==> src/rtl/core/lrzf_pkg.sv <==
package lrzf_pkg;

    localparam int SAMPLE_WIDTH = 32;
    localparam int MAX_RUN_WIDTH = 6;
    localparam int COUNT_WIDTH = 7;
    localparam logic [COUNT_WIDTH-1:0] COUNT_CAP = 7'd64;
    localparam logic [MAX_RUN_WIDTH-1:0] MAX_RUN_RESET = 6'd3;

    typedef struct packed {
        logic signed [SAMPLE_WIDTH-1:0] sample_value;
        logic                           stream_end;
    } in_item_t;

    typedef struct packed {
        logic signed [SAMPLE_WIDTH-1:0] out_value;
        logic                           out_last;
    } out_item_t;

    typedef enum logic [1:0] {
        ST_IDLE,
        ST_DECIDE,
        ST_SETUP_END,
        ST_EMIT
    } state_t;

endpackage

==> src/rtl/core/long_run_zero_filter_top.sv <==
// Flow: an item is accepted in ST_IDLE and decided in ST_DECIDE in the next; a run that
// closes loads its results into the output register from ST_EMIT, which waits while the
// output register is full, and the final run of a stream is set up in ST_SETUP_END first.
// A new item is accepted only in ST_IDLE, once the last item and all of its results are
// done; the results go out one after another, counted by the single emission counter.
// Reset: synchronous, active low on aresetn; no run is open and max_run returns to 3.
module long_run_zero_filter_top (
    input  logic                                 aclk,
    input  logic                                 aresetn,
    input  logic                                 s_valid,
    output logic                                 s_ready,
    input  lrzf_pkg::in_item_t                   s_data,
    output logic                                 m_valid,
    input  logic                                 m_ready,
    output lrzf_pkg::out_item_t                  m_data,
    input  logic                                 cfg_we,
    input  logic [lrzf_pkg::MAX_RUN_WIDTH-1:0]   cfg_wdata
);

    // Configuration register holding the longest run that is passed through as is.
    logic [lrzf_pkg::MAX_RUN_WIDTH-1:0] max_run_reg;

    // State of the open run.
    logic signed [lrzf_pkg::SAMPLE_WIDTH-1:0] run_sample_reg, run_sample_next;
    logic [lrzf_pkg::COUNT_WIDTH-1:0]         run_count_reg, run_count_next;
    logic                                     run_open_reg, run_open_next;

    // The item being worked on.
    logic signed [lrzf_pkg::SAMPLE_WIDTH-1:0] in_sample_reg, in_sample_next;
    logic                                     in_end_reg, in_end_next;

    // Emission sequencer: value to repeat, how many results remain, and whether this
    // burst is the one that closes the stream.
    logic signed [lrzf_pkg::SAMPLE_WIDTH-1:0] emit_value_reg, emit_value_next;
    logic [lrzf_pkg::COUNT_WIDTH-1:0]         emit_left_reg, emit_left_next;
    logic                                     emit_final_reg, emit_final_next;

    // Output register, which lets the block go back to idle while a result waits.
    logic                m_valid_reg, m_valid_next;
    lrzf_pkg::out_item_t m_data_reg, m_data_next;

    lrzf_pkg::state_t state_reg, state_next;

    // Shared compare unit. Both emission setups look at the stored run, so one
    // count-versus-limit compare serves them; the equality compare decides merging.
    logic run_long;
    logic sample_eq;
    logic slot_free;
    logic in_accept;

    assign run_long  = run_count_reg > {1'b0, max_run_reg};
    assign sample_eq = in_sample_reg == run_sample_reg;
    assign slot_free = !m_valid_reg || m_ready;
    assign s_ready   = state_reg == lrzf_pkg::ST_IDLE;
    assign in_accept = s_valid && s_ready;
    assign m_valid   = m_valid_reg;
    assign m_data    = m_data_reg;

    always_ff @(posedge aclk) begin
        if (!aresetn) begin
            state_reg     <= lrzf_pkg::ST_IDLE;
            max_run_reg   <= lrzf_pkg::MAX_RUN_RESET;
            run_sample_reg <= '0;
            run_count_reg <= '0;
            run_open_reg  <= 1'b0;
            emit_left_reg <= '0;
            emit_final_reg <= 1'b0;
            in_end_reg    <= 1'b0;
            m_valid_reg   <= 1'b0;
        end else begin
            state_reg     <= state_next;
            if (cfg_we) begin
                max_run_reg <= cfg_wdata;
            end
            run_sample_reg <= run_sample_next;
            run_count_reg <= run_count_next;
            run_open_reg  <= run_open_next;
            emit_left_reg <= emit_left_next;
            emit_final_reg <= emit_final_next;
            in_end_reg    <= in_end_next;
            m_valid_reg   <= m_valid_next;
        end
    end

    // Payload registers need no reset.
    always_ff @(posedge aclk) begin
        in_sample_reg  <= in_sample_next;
        emit_value_reg <= emit_value_next;
        m_data_reg     <= m_data_next;
    end

    always_comb begin
        state_next      = state_reg;
        run_sample_next = run_sample_reg;
        run_count_next  = run_count_reg;
        run_open_next   = run_open_reg;
        in_sample_next  = in_sample_reg;
        in_end_next     = in_end_reg;
        emit_value_next = emit_value_reg;
        emit_left_next  = emit_left_reg;
        emit_final_next = emit_final_reg;
        m_valid_next    = m_valid_reg && !m_ready;
        m_data_next     = m_data_reg;

        unique case (state_reg)
            lrzf_pkg::ST_IDLE: begin
                if (in_accept) begin
                    in_sample_next = s_data.sample_value;
                    in_end_next    = s_data.stream_end;
                    state_next     = lrzf_pkg::ST_DECIDE;
                end
            end
            lrzf_pkg::ST_DECIDE: begin
                if (run_open_reg && sample_eq) begin
                    // Same value: extend the run, saturating one above the largest limit.
                    if (run_count_reg < lrzf_pkg::COUNT_CAP) begin
                        run_count_next = run_count_reg + 1'b1;
                    end
                    state_next = in_end_reg ? lrzf_pkg::ST_SETUP_END : lrzf_pkg::ST_IDLE;
                end else begin
                    // A new run starts; an open run closes first without the last flag.
                    run_sample_next = in_sample_reg;
                    run_count_next  = {{(lrzf_pkg::COUNT_WIDTH-1){1'b0}}, 1'b1};
                    run_open_next   = 1'b1;
                    if (run_open_reg) begin
                        emit_value_next = run_long ? '0 : run_sample_reg;
                        emit_left_next  = run_long ?
                            {{(lrzf_pkg::COUNT_WIDTH-1){1'b0}}, 1'b1} : run_count_reg;
                        emit_final_next = 1'b0;
                        state_next      = lrzf_pkg::ST_EMIT;
                    end else begin
                        state_next = in_end_reg ? lrzf_pkg::ST_SETUP_END : lrzf_pkg::ST_IDLE;
                    end
                end
            end
            lrzf_pkg::ST_SETUP_END: begin
                // The stream ends: close the stored run with the last flag and clear it.
                emit_value_next = run_long ? '0 : run_sample_reg;
                emit_left_next  = run_long ?
                    {{(lrzf_pkg::COUNT_WIDTH-1){1'b0}}, 1'b1} : run_count_reg;
                emit_final_next = 1'b1;
                run_sample_next = '0;
                run_count_next  = '0;
                run_open_next   = 1'b0;
                state_next      = lrzf_pkg::ST_EMIT;
            end
            lrzf_pkg::ST_EMIT: begin
                if (slot_free) begin
                    m_valid_next          = 1'b1;
                    m_data_next.out_value = emit_value_reg;
                    m_data_next.out_last  = emit_final_reg &&
                        (emit_left_reg == {{(lrzf_pkg::COUNT_WIDTH-1){1'b0}}, 1'b1});
                    emit_left_next        = emit_left_reg - 1'b1;
                    if (emit_left_reg == {{(lrzf_pkg::COUNT_WIDTH-1){1'b0}}, 1'b1}) begin
                        if (!emit_final_reg && in_end_reg) begin
                            state_next = lrzf_pkg::ST_SETUP_END;
                        end else begin
                            state_next = lrzf_pkg::ST_IDLE;
                        end
                    end
                end
            end
            default: begin
                state_next = lrzf_pkg::ST_IDLE;
            end
        endcase
    end

    // An emission burst never starts or continues with nothing left to send.
    a_emit_nonempty: assert property (@(posedge aclk) disable iff (!aresetn)
        state_reg == lrzf_pkg::ST_EMIT |-> emit_left_reg != '0)
        else $error("emission running with no results left");

    // The run counter saturates at its cap.
    a_count_cap: assert property (@(posedge aclk) disable iff (!aresetn)
        run_count_reg <= lrzf_pkg::COUNT_CAP)
        else $error("run counter above its cap");

    // A run is open exactly when it has a nonzero length.
    a_open_count: assert property (@(posedge aclk) disable iff (!aresetn)
        run_open_reg == (run_count_reg != '0))
        else $error("run open flag and count disagree");

    // An accepted item is always decided in the following cycle.
    a_accept_decide: assert property (@(posedge aclk) disable iff (!aresetn)
        in_accept |=> state_reg == lrzf_pkg::ST_DECIDE)
        else $error("accepted item not decided");

    // While the burst that closes the stream is sent, the run state is already cleared.
    a_last_clears: assert property (@(posedge aclk) disable iff (!aresetn)
        state_reg == lrzf_pkg::ST_EMIT && emit_final_reg |-> !run_open_reg)
        else $error("run still open while closing the stream");

endmodule
==> config.mk <==
export PLATFORM = sky130hd
export DESIGN_NAME = long_run_zero_filter_top
export DESIGN_NICKNAME = d
export VERILOG_FILES = /design/src/rtl/core/lrzf_pkg.sv /design/src/rtl/core/long_run_zero_filter_top.sv
export SDC_FILE = /design/constraint.sdc
export NUM_CORES = 1
export LEC_CHECK = 0
export ABC_CLOCK_PERIOD_IN_PS = 9300
export BUFFER_PORTS_ARGS = -buffer_cell sky130_fd_sc_hd__buf_2
export CORE_ASPECT_RATIO = 0.8
export CORE_MARGIN = 2
export CORE_UTILIZATION = 40
export DETAILED_ROUTE_END_ITERATION = 12
export GPL_TIMING_DRIVEN = 1
export SYNTH_ARGS = -nofsm -noshare
export SYNTH_HDL_FRONTEND = slang
export SYNTH_SLANG_ARGS = --single-unit
==> constraint.sdc <==
create_clock -name aclk -period 9.3 [get_ports aclk]
set_clock_uncertainty 0.05 [all_clocks]
set_input_delay 0.465 -clock aclk [delete_from_list [all_inputs] [get_ports aclk]]
set_output_delay 0.465 -clock aclk [all_outputs]
set_load 0.02 [all_outputs]
Word-level counts from Yosys, hierarchy flattened
Index checks and enable logic that the tools add are counted.
{ "word_totals": {"regBits": 155, "wordCells": 76, "out_inout_bits": 35} }
{ "op_classes": {"add_sub_neg": 2, "n_lt_le_gt_ge": 2, "muxes": 29, "eq_ne": 11, "n_reduce_logical": 19} }
{ "ops": {"columns": ["operator", "n"], "rows": [
  ["$mux W32", 4],
  ["$pmux W32 S2", 2],
  ["$mux W7", 6],
  ["$eq A32 B32 Y1", 1],
  ["$pmux W7 S3", 1],
  ["$mux W2", 7],
  ["$pmux W7 S2", 1],
  ["$ne A2 B2 Y1 const B", 4],
  ["$pmux W2 S4", 1],
  ["$reduce_and A2 Y1", 4],
  ["$add A7 B1 Y7 const B", 1],
  ["$eq A7 B1 Y1 const B", 1],
  ["$gt A7 B6 Y1", 1],
  ["$lt A7 B7 Y1 const B", 1],
  ["$sub A7 B1 Y7 const B", 1],
  ["$reduce_and A3 Y1", 2],
  ["$logic_and A1 B1 Y1", 5],
  ["$mux W1", 5],
  ["$eq A2 B2 Y1 const B", 2],
  ["$pmux W1 S2", 2],
  ["$reduce_and A4 Y1", 1],
  ["$logic_not A1 Y1", 3],
  ["$ne A3 B3 Y1 const B", 1],
  ["$reduce_bool A3 Y1", 1],
  ["other kinds (5)", 5]
]} }

Depth between registers and ports, before layout
Gate-level depths: netlist (run 1).
{ "depth": {"depth_word": 6, "depth_mapped": 9, "ltp_nobuf": 8} }

Least setup slack after synthesis (run 1)
No wires, ideal clock.
{ "synth_timing": {"kind": "flip-flop to flip-flop", "from": "reg state_reg[0]", "to": "reg m_data_reg (netlist bit m_data[0]), enable pin", "arrival_time_ns": 2.459, "path_buffers": 2, "slack_ns": 6.368, "t_required_ns": 8.827, "path_stages_with_launch": 5, "setup_time_ns": 0.423, "synth_period_minus_slack_ns": 2.932, "cell_sequence": "dfxtp_1 > clkbuf_1 > nand2_1 > clkbuf_1 > nor2_1"} }
{ "synth_via": {"elab_chain_cells": 2} }
{ "synth_lines": {"columns": ["element", "line_no", "source"], "rows": [
  ["from (decl)", "long_run_zero_filter_top.sv:42", "lrzf_pkg::state_t state_reg, state_next;"],
  ["from (signal assigned)", "long_run_zero_filter_top.sv:61", "state_reg <= lrzf_pkg::ST_IDLE;"],
  ["from (signal assigned)", "long_run_zero_filter_top.sv:71", "state_reg <= state_next;"],
  ["$eq A2 B2 Y1", "long_run_zero_filter_top.sv:105", "unique case (state_reg)"],
  ["$reduce_and A2 Y1 (no source line)", null, null],
  ["to (signal assigned)", "long_run_zero_filter_top.sv:89", "m_data_reg <= m_data_next;"],
  ["to (decl)", "long_run_zero_filter_top.sv:40", "lrzf_pkg::out_item_t m_data_reg, m_data_next;"]
]} }
No other way between the ends.
A chain may end at the register's enable or synchronous reset.

Worst setup path in the final report (run 1)
{ "layout_timing": {"from": "reg in_sample_reg[9] (netlist bit)", "to": "reg emit_value_reg[18] (netlist bit), enable pin"} }
{ "layout_via": {"elab_chain_cells": 4} }
{ "layout_lines": {"columns": ["element", "line_no", "source"], "rows": [
  ["from (decl)", "long_run_zero_filter_top.sv:29", "logic signed [lrzf_pkg::SAMPLE_WIDTH-1:0] in_sample_reg, in_sample_next;"],
  ["from (signal assigned)", "long_run_zero_filter_top.sv:87", "in_sample_reg <= in_sample_next;"],
  ["$eq A32 B32 Y1", "long_run_zero_filter_top.sv:52", "assign sample_eq = in_sample_reg == run_sample_reg;"],
  ["$logic_and A1 B1 Y1", "long_run_zero_filter_top.sv:114", "if (run_open_reg && sample_eq) begin"],
  ["$ne A2 B2 Y1 (no source line)", null, null],
  ["$reduce_and A3 Y1 (no source line)", null, null],
  ["to (signal assigned)", "long_run_zero_filter_top.sv:88", "emit_value_reg <= emit_value_next;"],
  ["to (decl)", "long_run_zero_filter_top.sv:34", "logic signed [lrzf_pkg::SAMPLE_WIDTH-1:0] emit_value_reg, emit_value_next;"]
]} }
No other way between the ends.

==> results of run 1 <==
## logic make-up (layout without fill, tap and decap cells)
| logic type | Yosys count | after routing | synth area share [%] |
|---|---|---|---|
| fa+ha+maj | 9 | 9 | 1.81 |
| simple gates | 177 | 177 | 14.7 |
| xor+xnor | 33 | 33 | 4.66 |
| compound gates | 85 | 85 | 10.1 |
| mux | 6 | 6 | 0.967 |
| buf+inv | 35 | 125 | 2.18 |
| flops | 155 | 155 | 65.6 |
## metal layers
layer	global-route usage [%]	vias up	wire length (µm)	share of wire, %
met5	0	-	0	0
met4	5.29	0	126	0.95
met3	4.71	11	697	5.3
met2	25.3	109	6040	46
met1	24.0	1952	6380	48
li1	-	1963	-	-
## layout make-up
type / instances / area share, %
clock buffer: 17 / 5.69
clock inverter: 15 / 2.98
inverter: 10 / 0.502
multi-input combinational: 310 / 27.1
sequential: 155 / 54.5
tap: 210 / 3.51
timing repair buffer: 83 / 5.72
## cell usage after synthesis, types with 4 or more instances
cell type  instances
a21oi_1           21
a31o_2            33
a31oi_1            9
and2_1            36
clkbuf_1          21
dfxtp_1           58
edfxtp_1          97
ha_1               9
inv_1              9
mux2i_1            6
nand2_1           49
nand2b_1           4
nand3_1           10
nand4_1            9
nand4b_1           4
nor2_1            47
nor3_1             4
xnor2_1           33
## critical path, cell delays in order (launching register included)
cell,delay (ps)
edfxtp_1,410
xnor2_1,300
nand4_1,280
nor4_4,360
a21o_1,320
nand2_1,350
buf_4,360
## metrics by stage
| step | hold WS (ps) | cell area, µm² | power [µW] |
|---|---|---|---|
| global placement | 354 | 6830 | 896 |
| floorplan | 350 | 6210 | 860 |
| CTS | 144 | 7480 | 1650 |
| finish | 162 | 7480 | 1640 |
| global route | 146 | 7480 | 1690 |
| detailed placement | 356 | 6830 | 898 |
## power breakdown
part           leakage (µW)  switching (µW)  internal [µW]
Combinational       0.00111            58.8           42.5
Sequential          0.00136            20.5            761
Clock              0.000299             276            476
Total               0.00277             356           1280
## final timing paths
check,startpoint,endpoint,slack (ps),depth (start not counted)
setup / recovery,in_sample_reg[9]$_DFFE_PP_,emit_value_reg[18]$_SDFFCE_PP0P_,6580,6
hold / removal,s_data[6],in_sample_reg[5]$_DFFE_PP_,160,1
setup reg to reg,in_sample_reg[9]$_DFFE_PP_,emit_value_reg[18]$_SDFFCE_PP0P_,6580,6
hold reg to reg,emit_value_reg[6]$_SDFFCE_PP0P_,m_data[7]$_DFFE_PP_,360,0
==> results.sh, run 1 <==
export IMPL_diodes=0
export IMPL_synth_edf_count=97
export IMPL_seq_area_mm2=0.00407
export IMPL_syn2layout_area_growth_pct=20.5
export IMPL_routed_wl_um=13200
export IMPL_end_kind="flop"
export IMPL_clk_latency_ps=420
export IMPL_port_buffers=78
export IMPL_rsz0062_at_grt="no"
export IMPL_setup_viol=0
export IMPL_grt_pass1_vias=3790
export IMPL_yosysUniqueCellTypes=46
export IMPL_dieArea_mm2=0.0165
export IMPL_worstPathArrival_ps=2820
export IMPL_cp_max_fo=22
export IMPL_yosys_area_top_type="edfxtp_1"
export IMPL_hold_viol_final=0
export IMPL_grt_ovfl_total=0
export IMPL_multi_input_area_mm2=0.00203
export IMPL_grt_pass1_wl_um=20600
export IMPL_syn_area_per_cell_um2=12.4
export IMPL_finish_utilization_pct=49.5
export IMPL_cts_tree="built"
export IMPL_drt_pass1_iter_count=5
export IMPL_grt_start_max_net_pins=42
export IMPL_clk_path_buf_depth=2
export IMPL_cts_setup_buffers=0
export IMPL_drc=0
export IMPL_ctsResizeCount=0
export IMPL_chipHeight_um=115
export IMPL_nNetsFinal=630
export IMPL_yosysWarningCount=0
export IMPL_largest_reg_flops=33
export IMPL_cts_buffers=17
export IMPL_io_pins=79
export IMPL_slew_headroom_pct=35.2
export IMPL_clk_pin_slew_ps=60
export IMPL_post_route_period_util_pct=29.2
export IMPL_setup_ws_ps=6580
export IMPL_die_w_um=143
export IMPL_cp_data_required_time_ps=9400
export IMPL_drive_gt1_share_pct=26.6
export IMPL_dp_cells=768
export IMPL_synthCells=500
export IMPL_coreArea_mm2=0.0151
export IMPL_instances_no_fill=800
export IMPL_hold_path_class="input port to flop"
export IMPL_tns_ps=0
export IMPL_synth_ff_type="edfxtp_1"
export IMPL_status="complete, no violations"
export IMPL_syn_nets=553
export IMPL_htree_levels=4
export IMPL_antenna_found_initial=0
export IMPL_fin_crit_ps=2720
export IMPL_cts_hold_buf=0
export IMPL_grt_usage_pct=16.9
export IMPL_p_per_area_mw_per_mm2=219
export IMPL_layout_common_cells="edfxtp_1, buf_2, dfxtp_1"
export IMPL_maxSlewViolCount=0
export IMPL_pre_cts_ws_ps=6540
export IMPL_cp_start_kind="flop"
export IMPL_tightest_slew_ps=970
export IMPL_antenna_left=0
export IMPL_fillers=1370
export IMPL_ir_drop_mv=0.115
export IMPL_start_util_pct=41.1
export IMPL_async_flop_share_pct=0
export IMPL_critical_path_class="flop to flop"
export IMPL_drv_cap=0
export IMPL_mostFrequentLayoutCell="edfxtp_1"
export IMPL_clkSinkCount=155
export IMPL_seq_area_frac_synth_pct=65.6
export IMPL_synth_top_area_share_pct=46.9
export IMPL_hpwl_um=8610
export IMPL_via_per_inst=5.04
export IMPL_dr_first_iter_drc_count=217
export IMPL_max_freq_mhz=368
export IMPL_wl_per_cell_um=16.6
export IMPL_cellLeakagePower_uw=0.00277
export IMPL_gp_congestion=0.844
export IMPL_synth_area_mm2=0.00621
export IMPL_num_vias=4035
export IMPL_synthTopCellsByArea="edfxtp_1, dfxtp_1, a31o_2, xnor2_1, and2_1"
export IMPL_synth_seq_cells=155
export IMPL_cts_root_buf="clkbuf_16"
export IMPL_placementRows=40
No activity file was read; power rests on OpenSTA's default activity.
==> run 2: changes to the inputs <==
Settings changed: ABC_CLOCK_PERIOD_IN_PS 9300 to 2320.
Clock period 9.3 ns to 2.32 ns, I/O delays scaled along.
==> run 2 against run 1 <==
Sequential power grew to 4.0 times the previous value. Flip-flop and latch count is the same. Largest cell class unchanged. Critical path type unchanged. Critical endpoint is now run_sample_reg[26]$_SDFFE_PN0P_. Clock power grew to 3.2 times the previous value. Non-clock buffer count grew 76. Highest routed layer unchanged.
==> results.sh, run 2 (synthesized netlist as in run 1, its figures left out) <==
export IMPL_status="complete, no violations"
export IMPL_antenna_left=0
export IMPL_clk_pin_slew_ps=60
export IMPL_setup_ws_ps=28.0
export IMPL_cp_data_required_time_ps=2590
export IMPL_final_area_mm2=0.00822
export IMPL_critical_path_class="flop to flop"
export IMPL_nNetsFinal=706
export IMPL_dr_first_iter_drc_count=300
export IMPL_slew_headroom_pct=65.7
export IMPL_htree_levels=4
export IMPL_cts_buffers=17
export IMPL_grt_start_max_net_pins=47
export IMPL_chipHeight_um=115
export IMPL_maxSlewViolCount=0
export IMPL_placementRows=40
export IMPL_max_freq_mhz=436
export IMPL_p_total_uw=6120
export IMPL_port_buffers=78
export IMPL_reg2reg_slack_ps=30
export IMPL_end_kind="flop"
export IMPL_grt_usage_pct=17.4
export IMPL_cp_max_fo=6
export IMPL_pre_cts_ws_ps=70.7
export IMPL_holdPathEnd="max_run_reg[0]$_SDFFE_PN1P_"
export IMPL_cts_root_buf="clkbuf_16"
export IMPL_drc=0
export IMPL_io_pins=79
export IMPL_worstPathArrival_ps=2560
export IMPL_finish_utilization_pct=54.4
export IMPL_hpwl_um=9030
export IMPL_wl_per_cell_um=16.3
export IMPL_fin_crit_ps=2290
export IMPL_diodes=0
export IMPL_grt_pass1_vias=4133
export IMPL_clk_latency_ps=420
export IMPL_p_seq_share_pct=51.2
export IMPL_r2r_end="run_sample_reg[26]$_SDFFE_PN0P_"
export IMPL_num_vias=4330
export IMPL_gp_congestion=0.831
export IMPL_die_w_um=143
export IMPL_coreArea_mm2=0.0151
export IMPL_hold_viol_final=0
export IMPL_ir_drop_mv=0.469
export IMPL_cts_tree="built"
export IMPL_placedInstanceArea_mm2=0.00707
export IMPL_min_from="cfg_we"
export IMPL_layout_common_cells="edfxtp_1, buf_2, dfxtp_1"
export IMPL_min_path_cells=3
export IMPL_p_int_uw=4690
export IMPL_cellLeakagePower_uw=0.00311
export IMPL_drive_gt1_share_pct=28.7
export IMPL_grt_ovfl_total=0
export IMPL_tightest_slew_ps=514
export IMPL_start_util_pct=41.1
export IMPL_setup_viol=0
export IMPL_clkSinkCount=155
export IMPL_via_per_inst=4.94
export IMPL_syn2layout_area_growth_pct=32.5
export IMPL_switchingPower_uw=1430
export IMPL_drv_cap=0
export IMPL_grt_pass1_wl_um=21500
export IMPL_worst_r2r_path_depth=9
export IMPL_swShare_pct=23.3
export IMPL_largest_reg_flops=33
export IMPL_reg2reg_from="in_sample_reg[24]$_DFFE_PP_"
export IMPL_hold_path_class="input port to flop"
export IMPL_antenna_found_initial=0
export IMPL_tns_ps=0
export IMPL_p_per_area_mw_per_mm2=744
export IMPL_mostFrequentLayoutCell="edfxtp_1"
export IMPL_comb_power_share_pct=8.9
export IMPL_clock_power_share_pct=39.8
export IMPL_rsz0062_at_grt="yes"
export IMPL_post_route_period_util_pct=98.8
export IMPL_cp_start_kind="flop"
export IMPL_dieArea_mm2=0.0165
export IMPL_drt_pass1_iter_count=4
export IMPL_clk_path_buf_depth=2
export IMPL_routed_wl_um=14300
## run 2: changes by cell type in the layout (fill, tap and decap cells not counted), sizes merged
cell         previous run  this run
buf                    83       113
bufinv                  5         0
clkbuf                 17        24
clkinv                  5         6
dlygate4sd3             0        43
## run 2: metal layers
layer	track usage, %	vias to the layer above	routed length (µm)
li1	-	2131	-
met1	22.4	2086	6680
met2	28.5	98	6820
met3	5.00	15	572
met4	5.95	0	221
met5	0	-	0
## run 2: worst max path at each step
stage | from | to | cells past startpoint | slack [ps]
floorplan | state_reg[0]$_SDFFE_PN0P_ | in_end_reg$_SDFFE_PN0P_ | 5 | 60
global placement | in_sample_reg[25]$_DFFE_PP_ | run_count_reg[4]$_SDFFE_PN0P_ | 6 | 50
finish | in_sample_reg[24]$_DFFE_PP_ | run_sample_reg[26]$_SDFFE_PN0P_ | 9 | 30
detailed placement | in_sample_reg[25]$_DFFE_PP_ | run_count_reg[4]$_SDFFE_PN0P_ | 6 | 70
global route | in_sample_reg[24]$_DFFE_PP_ | run_sample_reg[26]$_SDFFE_PN0P_ | 9 | -50
CTS | in_sample_reg[25]$_DFFE_PP_ | run_count_reg[4]$_SDFFE_PN0P_ | 6 | 20
## run 2: final cells by class
| cell class | instances | area (µm²) |
|---|---|---|
| Fill cell | 1304 | 6890 |
| Clock buffer | 21 | 440 |
| Timing Repair Buffer | 159 | 1270 |
| Tap cell | 210 | 263 |
| Sequential cell | 155 | 4070 |
| Multi-Input combinational cell | 310 | 2070 |
| Clock inverter | 11 | 73.8 |
| Inverter | 10 | 37.5 |
## run 2: per-stage QoR
step                      instances  hold WS [ps]
after global placement          789           242
after floorplan                 500           165
after global routing            876          37.7
after CTS                       864          4.73
after detailed placement        789           244
final                           876          22.8
## run 2: power by group through the flow
stage | logic, µW | registers [µW] | clock network (µW)
after floorplan | 279 | 3170 | 0
final | 547 | 3140 | 2440
after global placement | 433 | 3190 | 0
after CTS | 498 | 3130 | 2480
after detailed placement | 440 | 3190 | 0
after global routing | 595 | 3150 | 2620
## run 2: critical path: stages, from the launching register on
cell       delay (ps)
edfxtp_1          450
xnor2_1           200
buf_4             160
nand4_1           210
nor4_4            250
buf_4             180
a31oi_4           120
buf_12            180
clkbuf_16         150
a31o_2            240
## run 2: repair_timing
action,4_1_cts,5_1_grt
buffers inserted,0,6
setup endpoints to repair,0,37
resized for setup,0,8
hold endpoints to repair,41,0
hold buffers,43,0
==> run 3: changes to the inputs <==
Settings changed: CORE_MARGIN 2 to 10, CTS_BUF_LIST set to sky130_fd_sc_hd__clkbuf_4 sky130_fd_sc_hd__clkbuf_8, GPL_TIMING_DRIVEN 1 to 0.
==> run 3 against run 2 <==
Fmax is 3.2% lower. Clock power is 9.4% lower. Worst hold slack better by 11 ps. Setup slack got worse by 77 ps. Clock-buffer cell count decreased by 4. Final cell count down 0.34%. Sequential share of layout area is 1.7 points higher. Largest power group unchanged. The run now ends with negative setup slack left. Non-clock buffer count down 5. Wire length grew 5.6%. Utilization decreased by 1.8 points. Via count fell by 0.35%.
==> results.sh, run 3 (synthesized netlist as in run 1, its figures left out) <==
export IMPL_grt_pass1_wl_um=23700
export IMPL_largest_reg_flops=33
export IMPL_crit_slowest_cell="edfxtp_1"
export IMPL_status="complete, but fails checks"
export IMPL_clk_pin_slew_ps=80
export IMPL_reg2reg_slack_ps=-50
export IMPL_finish_utilization_pct=52.6
export IMPL_nNetsFinal=703
export IMPL_clock_power_share_pct=37.8
export IMPL_p_per_area_mw_per_mm2=735
export IMPL_instances_no_fill=873
export IMPL_tightest_slew_ps=923
export IMPL_clkSinkCount=155
export IMPL_drv_cap=0
export IMPL_violations="negative setup slack"
export IMPL_cts_tree="built"
export IMPL_dp_cells=787
export IMPL_cts_root_buf="clkbuf_8"
export IMPL_cp_data_required_time_ps=2630
export IMPL_max_freq_mhz=422
export IMPL_grt_ovfl_total=0
export IMPL_worst_r2r_path_depth=7
export IMPL_mostFrequentLayoutCell="edfxtp_1"
export IMPL_port_buffers=77
export IMPL_io_pins=79
export IMPL_grt_start_max_net_pins=34
export IMPL_reg2reg_from="in_sample_reg[24]$_DFFE_PP_"
export IMPL_antenna_left=0
export IMPL_rsz0062_at_grt="yes"
export IMPL_drt_pass1_iter_count=5
export IMPL_grt_usage_pct=14.3
export IMPL_start_util_pct=41.1
export IMPL_path_cells="xnor2_2 -> nand4_1 -> nor4_4 -> buf_4 -> nand3_2 -> or4_4 -> o31ai_2"
export IMPL_routed_wl_um=15100
export IMPL_cellLeakagePower_uw=0.00300
export IMPL_cp_start_kind="flop"
export IMPL_post_route_period_util_pct=102
export IMPL_placementRows=40
export IMPL_slew_headroom_pct=38.5
export IMPL_crit_family="simple AND/OR/NAND/NOR gates"
export IMPL_cts_buffers=17
export IMPL_critPathCapture="run_count_reg[4]$_SDFFE_PN0P_"
export IMPL_worstPathArrival_ps=2680
export IMPL_swShare_pct=23.7
export IMPL_gp_congestion=0.850
export IMPL_ir_drop_mv=0.343
export IMPL_via_per_inst=4.94
export IMPL_clk_latency_ps=460
export IMPL_setup_ws_ps=-48.9
export IMPL_hold_path_class="input port to flop"
export IMPL_switchingPower_uw=1380
export IMPL_wl_per_cell_um=17.3
export IMPL_diodes=0
export IMPL_grt_pass1_vias=4525
export IMPL_drc=0
export IMPL_maxSlewViolCount=0
export IMPL_dr_first_iter_drc_count=301
export IMPL_hpwl_um=10000
export IMPL_layout_common_cells="edfxtp_1, buf_2, dfxtp_1"
export IMPL_die_w_um=159
export IMPL_antenna_found_initial=0
export IMPL_path_buf_inv=1
export IMPL_fin_crit_ps=2370
export IMPL_pre_cts_ws_ps=-619
export IMPL_hold_viol_final=0
export IMPL_dieArea_mm2=0.0209
export IMPL_num_vias=4315
export IMPL_startpoint="in_sample_reg[24]$_DFFE_PP_"
export IMPL_p_int_uw=4460
export IMPL_chipHeight_um=131
export IMPL_multi_input_area_mm2=0.00212
export IMPL_end_kind="flop"
export IMPL_syn2layout_area_growth_pct=28.0
export IMPL_seq_area_mm2=0.00408
export IMPL_fillers=1340
export IMPL_critical_path_class="flop to flop"
export IMPL_setup_viol=1
export IMPL_clk_path_buf_depth=2
export IMPL_cp_max_fo=4
export IMPL_htree_levels=4
export IMPL_drive_gt1_share_pct=28.2
export IMPL_r2r_end="run_count_reg[4]$_SDFFE_PN0P_"
export IMPL_p_seq_share_pct=53.7
export IMPL_critical_path_depth=7
export IMPL_crit_path_max_incr_delay_ps=480
export IMPL_comb_power_share_pct=8.5
export IMPL_min_path_cells=3
export IMPL_coreArea_mm2=0.0151
## run 3: cell count changes in the layout (fill, tap and decap cells not counted), sizes merged
cell | previous run | this run
clkbuf | 24 | 34
nand2 | 49 | 50
nor2 | 47 | 48
bufinv | 0 | 4
dlygate4sd3 | 43 | 41
inv | 10 | 11
buf | 113 | 96
clkinvlp | 5 | 4
## run 3: worst register-to-register path, cell delays in order (launching register included)
cell	delay [ps]
edfxtp_1	480
xnor2_2	250
nand4_1	250
nor4_4	240
buf_4	190
nand3_2	100
or4_4	480
o31ai_2	250
## run 3: area by class of cell
cell class	instances	share of cell area, %
multi-input cells	312	26.7
clock inverters	15	2.49
clock buffers	17	2.94
plain buffers	24	1.54
inverters	10	0.472
repair buffers	130	11.3
well taps	210	3.31
flip-flops and latches	155	51.3
## run 3: stage by stage
| stage | area, µm² | total power [µW] | hold slack [ps] | setup TNS [ps] |
|---|---|---|---|---|
| final | 7950 | 5840 | 33.7 | -48.9 |
| after floorplan | 6220 | 3450 | 165 | 0 |
| after global routing | 7950 | 6050 | 56.2 | -733 |
| after CTS | 7870 | 5860 | 17.8 | -79.1 |
| after global placement | 6870 | 3590 | 245 | -42300 |
| after detailed placement | 6870 | 3610 | 245 | -41910 |
## run 3: power groups by stage
| stage | registers [µW] | logic [µW] | clock network, µW |
|---|---|---|---|
| final | 3130 | 498 | 2210 |
| after global routing | 3150 | 548 | 2360 |
| after CTS | 3130 | 486 | 2250 |
| after detailed placement | 3190 | 414 | 0 |
| after global placement | 3190 | 401 | 0 |
| after floorplan | 3170 | 279 | 0 |
## run 3: how the worst min path moves through the flow
stage | from | endpoint | slack (ps)
2_1_floorplan | s_data[1] | in_sample_reg[0]$_DFFE_PP_ | 160
3_3_place_gp | s_data[30] | in_sample_reg[29]$_DFFE_PP_ | 240
3_5_place_dp | s_data[7] | in_sample_reg[6]$_DFFE_PP_ | 250
4_1_cts | cfg_we | max_run_reg[1]$_SDFFE_PN1P_ | 20
5_1_grt | cfg_we | max_run_reg[1]$_SDFFE_PN1P_ | 60
6_report | cfg_we | max_run_reg[1]$_SDFFE_PN1P_ | 30
## run 3: repair_timing
| item | CTS | global route |
|---|---|---|
| pin swaps | 5 | 4 |
| buffers inserted | 7 | 5 |
| gates cloned | 1 | 1 |
| hold buffers | 41 | 0 |
| endpoints found under the hold margin | 41 | 0 |
| resized for setup | 19 | 21 |
| endpoints found under the setup margin | 140 | 90 |
## run 3: per-layer routing
layer  vias up  share of wire [%]  GRT usage [%]
met5         -                  0              0
met4         0                2.3           7.61
met3        22                3.9           3.31
met2       107                 47           22.3
met1      2066                 46           18.3
li1       2120                  -              -
